`config.mk`:
```
export PLATFORM = sky130hd
export DESIGN_NAME = sca_isqrt
export DESIGN_NICKNAME = d
export VERILOG_FILES = /design/src/rtl/sca_pkg.sv /design/src/rtl/sca_isqrt.sv
export SDC_FILE = /design/constraint.sdc
export NUM_CORES = 2
export LEC_CHECK = 0
export BUFFER_PORTS_ARGS = -buffer_cell sky130_fd_sc_hd__buf_4
export CAP_MARGIN = 20
export CORE_ASPECT_RATIO = 0.6
export CORE_MARGIN = 5
export CORE_UTILIZATION = 25
export CTS_CLUSTER_DIAMETER = 40
export CTS_CLUSTER_SIZE = 24
export DETAILED_ROUTE_END_ITERATION = 8
export SLEW_MARGIN = 20
export SYNTH_ARGS = -nofsm -noshare
export SYNTH_HDL_FRONTEND = slang
export SYNTH_SLANG_ARGS = --single-unit
```
`constraint.sdc`:
```
create_clock -name clk -period 7.91 [get_ports clk]
set_input_delay 1.1865 -clock clk [delete_from_list [all_inputs] [get_ports clk]]
set_output_delay 1.1865 -clock clk [all_outputs]
set_load 0.1 [all_outputs]
```
`src/rtl/sca_pkg.sv`:
```
`timescale 1ns / 1ps
// Shared types and constants for the sine/cosine approximation pipeline.
// No dependencies; used by sca_isqrt and sine_cosine_approx.
package sca_pkg;

	// Angles in unsigned Q.32, rounded
	localparam logic [34:0] PI_Q32         = 35'h3243F6A89;
	localparam logic [34:0] HALF_PI_Q32    = 35'h1921FB544;
	localparam logic [34:0] QUARTER_PI_Q32 = 35'h0C90FDAA2;
	localparam logic [34:0] TWO_PI_Q32     = 35'h6487ED511;

	// Octant boundaries at odd multiples of pi/4
	localparam logic [34:0] OCT1_Q32 = QUARTER_PI_Q32;
	localparam logic [34:0] OCT3_Q32 = QUARTER_PI_Q32 + HALF_PI_Q32;
	localparam logic [34:0] OCT5_Q32 = PI_Q32 + QUARTER_PI_Q32;
	localparam logic [34:0] OCT7_Q32 = PI_Q32 + HALF_PI_Q32 + QUARTER_PI_Q32;

	localparam logic [32:0] ONE_Q32 = 33'h1_0000_0000;

	// floor(x / 3) = (x * RECIP3_Q33) >> 33 for any 32-bit x
	localparam logic [31:0] RECIP3_Q33 = 32'hAAAAAAAB;

	// Per-item sideband that rides alongside the square-root pipeline
	typedef struct packed {
		logic [31:0] emag;    // series result, already rounded to output format
		logic        direct;  // series result is the sine
		logic        sneg;
		logic        cneg;
	} sca_side_t;

endpackage

```
`src/rtl/sca_isqrt.sv`:
```
`timescale 1ns / 1ps
// Pipelined rounded integer square root, one result bit per stage.
// Depends on sca_pkg for the sideband struct carried with each item.
module sca_isqrt #(
	parameter int OUT_FRAC_BITS = 30
) (
	input  logic                         clk,
	input  logic                         arst_n,
	input  logic                         en,
	input  logic                         in_valid,
	input  logic [2*OUT_FRAC_BITS:0]     a,
	input  sca_pkg::sca_side_t           side_in,
	output logic                         out_valid,
	output logic [31:0]                  root,
	output sca_pkg::sca_side_t           side_out
);
	import sca_pkg::*;

	localparam int AW = 2 * OUT_FRAC_BITS + 1;
	localparam int RW = AW + 1;
	localparam int ST = OUT_FRAC_BITS + 1;

	logic [AW-1:0] v_s   [0:ST];
	logic [RW-1:0] r_s   [0:ST];
	logic          vld_s [0:ST];
	sca_side_t     sd_s  [0:ST];

	logic          vld_q;
	logic [31:0]   root_q;
	sca_side_t     side_q;

	assign v_s[0]   = a;
	assign r_s[0]   = '0;
	assign vld_s[0] = in_valid;
	assign sd_s[0]  = side_in;

	for (genvar i = 0; i < ST; i++) begin : g_step
		localparam logic [RW-1:0] BIT = RW'(1) << (2 * (OUT_FRAC_BITS - i));
		logic [RW-1:0] trial;
		logic          take;

		assign trial = r_s[i] + BIT;
		assign take  = {1'b0, v_s[i]} >= trial;

		always_ff @(posedge clk or negedge arst_n) begin
			if (!arst_n) begin
				vld_s[i+1] <= 1'b0;
			end else if (en) begin
				vld_s[i+1] <= vld_s[i];
			end
		end

		always_ff @(posedge clk) begin
			if (en) begin
				if (take) begin
					v_s[i+1] <= AW'({1'b0, v_s[i]} - trial);
					r_s[i+1] <= (r_s[i] >> 1) + BIT;
				end else begin
					v_s[i+1] <= v_s[i];
					r_s[i+1] <= r_s[i] >> 1;
				end
				sd_s[i+1] <= sd_s[i];
			end
		end
	end

	// Round to nearest: bump when the remainder exceeds the root
	always_ff @(posedge clk or negedge arst_n) begin
		if (!arst_n) begin
			vld_q <= 1'b0;
		end else if (en) begin
			vld_q <= vld_s[ST];
		end
	end

	always_ff @(posedge clk) begin
		if (en) begin
			root_q <= 32'(r_s[ST] + RW'({1'b0, v_s[ST]} > r_s[ST]));
			side_q <= sd_s[ST];
		end
	end

	assign out_valid = vld_q;
	assign root      = root_q;
	assign side_out  = side_q;

endmodule

```
==> summary.txt <==
Clock tree
  • CTS tree: built
  • Post-CTS sizing: 0
  • Clock Tree Root: clkbuf_16
  • # Post-CTS Setup Buffers: 0
  • Worst-path clk slew: 0.09 ns
  • CTS Buffer Depth: 4
  • Skew-Pair Late Insertion Delay: 0.95 ns
  • # clock sinks: ~3,600
  • Clock buffer count from CTS: 355
  • H-tree depth: 5
  • Cts hold-fix bufs: 0

Critical path
  • Worst path cell trace: ha_1 > nand3_1 > o311a_1 > a21oi_1 > o21ai_0 > o21ai_1 > a31oi_1 > o21ai_0 > nor4b_1 > xor2_1
  • R2r worst-path depth: 10
  • Bufs and invs on worst path: 0
  • Critical Path Fanout Max: 6
  • CP Launch Type: flop
  • CP endpoint: v_s[283]$_DFFE_PP_
  • Required @ worst endpoint: about 8.6 ns
  • CP dominant cell by count: o21ai_0
  • Reg-to-reg critical path endpoint: v_s[283]$_DFFE_PP_
  • CP peak stage delay: 1.00 ns
  • R2R Setup Slk: roughly 2.4 ns
  • CP Launch Point: v_s[319]$_DFFE_PP_
  • Critical Path End Type: flop
  • Reg-to-Reg Start: v_s[319]$_DFFE_PP_
  • Critical-path top delay cell: o21ai_0
  • Critical Path Stages: 10
  • Worst setup path category: flop to flop
  • Critical Path AT: a little over 6 ns
  • CP top delay family: compound AO/OA/AOI/OAI gates

Routing
  • Routed Antenna Nets: 0
  • Via-to-Cell Ratio: ~4.5
  • Routed WL: between 300,000 and 400,000 um
  • # DRC: 0
  • Routed via count: between 80,000 and 90,000
  • Drt wl/cell: around 18 um
  • DR pass1 iterations: 8
  • Initial DRC Count: roughly 11,000

STA
  • Clock Skews: 0.1110 ns
  • Tmin final: between 5 and 6 ns
  • Final setup viols: 0
  • Final hold viol count: 0
  • Least-Margin Pin Slew: between 1 and 1.5 ns
  • Max-Slew Margin vs Limit: 0.2008
  • Fin crit share: 0.6948
  • Setup_tns: 0 ns
  • RSZ-0062 raised after global routing: no
  • Setup WS post-layout: approximately 2.4 ns
  • Max frequency: roughly 180 MHz
  • Slew Viols, Final: 0

Place
  • Final RePlAce weighted congestion: about 0.96
  • # port buffers: about 170
  • HPWL after detailed placement: ~250,000 um
  • Pre-CTS setup slack: around 3.1 ns

Final layout
  • Share of cells above drive strength 1: 0.09501
  • Storage element area: ~110,000 um^2
  • Nets: about 12,000
  • P&R area growth vs syn: 16.08%
  • Area occupied by multi-input gates: approximately 41,000 um^2
  • Post-layout util: 0.2915
  • Fill cells: 60,230

Global route
  • First-pass GRT wire length: between 500,000 and 600,000 um
  • Antenna violations before repair: 17
  • GRT Resource Usage Total: 0.1064
  • Grt total ovfl: 0
  • Vias in the first global route: roughly 81,000
  • Largest net degree at the start of global routing: between 200 and 250

Die
  • Core area: 604,500 um^2
  • Chip Height: 613.5 um
  • Die Area: 623,300 um^2
  • Num rows: 221
  • Boundary pin count: 168
  • Die Span X: between 1000 and 1500 um
  • Initial Util: 0.2511

Min path
  • Worst hold-check path type: primary input to asynchronous set/reset pin

Synth
  • Synth Area per Inst: 14.33 um^2
  • Synthesized area: 151,800 um^2
  • Synth Register Bits: 3,571
  • Cells after Synth: 10,590
  • Main flop type after synthesis: edfxtp_1
  • Syn Nets: approximately 11,000
  • Synth cell types: 92
  • Share of flip-flops with an asynchronous set or reset: 0.008961
  • Syn. warnings: 0
  • Post-synthesis sequential area ratio: 0.7055
  • Number of flops mapped to enable cells by yosys: 3,539

Power and ir drop
  • Pwr dens: around 300 nW/um^2
  • Pleak: around 0.063 uW
  • Peak VDD IR: 0.1824 mV
  • Total power: between 50,000 and 60,000 uW

Flow run
  • Max-Cap Viols: 0

Status
  • Status: complete, no violations
per-layer routing:
layer,wire [um],vias up,global-route usage
met5,159,-,0.001847
met1,186200,42770,0.1855
met3,41330,429,0.03526
met4,5481,2,0.01731
li1,-,40880,-
met2,114100,3348,0.1191
registers in the layout, indices dropped and copies added (netlist names):
signal,cells
out_valid,1
side_out,35
root,32
r_s,496
sd_s,1085
vld_s,31
v_s,1891
stage by stage:
step                      std cells  cell area, um^2  hold WS (ns)
after floorplan               10590           151800        0.4003
after global placement        18680           163300        0.4002
after detailed placement      18680           163400        0.4045
after CTS                     19340           176100        0.1378
after global routing          19340           176200        0.1677
final                         19350           176200        0.2233
cell usage in the layout, fill, tap and decap left out, types with 109 or more instances in the layout:
cell type	synthesis	routed
nand2_1	543	542
nand2b_1	121	121
nand4_1	148	148
a21oi_1	669	667
edfxtp_1	3539	3539
ha_1	559	559
mux2_2	109	109
nor3_1	254	250
clkbuf_16	0	358
nand3_1	162	162
o21ai_0	382	380
nor4_1	310	299
a21o_1	220	220
xnor2_1	498	498
inv_1	708	708
buf_4	0	232
xor2_1	393	393
nor2_1	713	713
cell type report:
cell class / count / share of cell area
clock inverter: 294 / 0.02136
tap: 8028 / 0.05702
antenna: 4 / 0.00005682
timing repair buffer: 254 / 0.01238
multi-input combinational: 6117 / 0.2352
inverter: 710 / 0.01513
sequential: 3571 / 0.6078
clock buffer: 369 / 0.05109
synth_stat cells (13+ instances only):
library cell / instances / share of area
nand3b_1: 32 / 0.0016
mux2_2: 109 / 0.0081
edfxtp_1: 3539 / 0.70
ha_1: 559 / 0.046
nor2b_1: 69 / 0.0028
dfrtp_1: 32 / 0.0053
o2111ai_1: 15 / 0.00087
a21oi_1: 669 / 0.022
o31a_1: 13 / 0.00075
clkbuf_1: 163 / 0.0040
nor2_1: 713 / 0.018
mux2_1: 17 / 0.0013
and2_1: 25 / 0.0010
nor4_1: 310 / 0.013
or3_1: 95 / 0.0039
nand4_1: 148 / 0.0061
nand2b_1: 121 / 0.0050
o21ai_0: 382 / 0.013
a21o_1: 220 / 0.011
nand3_1: 162 / 0.0053
or2_2: 30 / 0.0012
a21boi_0: 21 / 0.0010
and3_1: 43 / 0.0018
o211ai_1: 30 / 0.0015
or4_1: 82 / 0.0041
o21bai_1: 47 / 0.0023
nand2_1: 543 / 0.013
xnor2_1: 498 / 0.029
nor3b_1: 21 / 0.0010
a31oi_1: 47 / 0.0019
o21a_1: 86 / 0.0043
nor4b_1: 44 / 0.0025
o31ai_1: 24 / 0.0012
buf_1: 25 / 0.00062
and4_1: 29 / 0.0017
nor3_1: 254 / 0.0084
a211oi_1: 40 / 0.0020
xor2_1: 393 / 0.023
inv_1: 708 / 0.018
nand4b_1: 20 / 0.0012
kinds of logic (layout without fill, tap and decap cells):
group | Yosys count | count (layout) | share of synthesized area
AOI/OAI and AO/OA | 1752 | 1752 | 0.07055
xor gates and xnor gates | 891 | 891 | 0.05142
adders and majority gates | 560 | 560 | 0.04622
buffers and inverters | 906 | 1627 | 0.02247
DFF | 3571 | 3571 | 0.7055
muxes | 134 | 134 | 0.009876
other | 1 | 5 | 0.00002471
and+or+nand+nor | 2779 | 2779 | 0.09395
how the worst min path moves through the flow:
stage / end / slack (ns) / cells past startpoint
finish: vld_s[9]$_DFFE_PN0P_ / 0.22 / 1
global route: vld_s[7]$_DFFE_PN0P_ / 0.17 / 1
CTS: vld_s[6]$_DFFE_PN0P_ / 0.14 / 1
detailed placement: sd_s[0]$_DFFE_PP_ / 0.40 / 0
global placement: sd_s[349]$_DFFE_PP_ / 0.40 / 0
floorplan: sd_s[0]$_DFFE_PP_ / 0.40 / 0
where the power goes:
part | internal, uW | leakage, uW | switching [uW]
Clock | 9840 | 0.00611 | 8260
Combinational | 3630 | 0.0222 | 5740
Sequential | 23600 | 0.0347 | 1540
(Power assumes the default switching activity.)
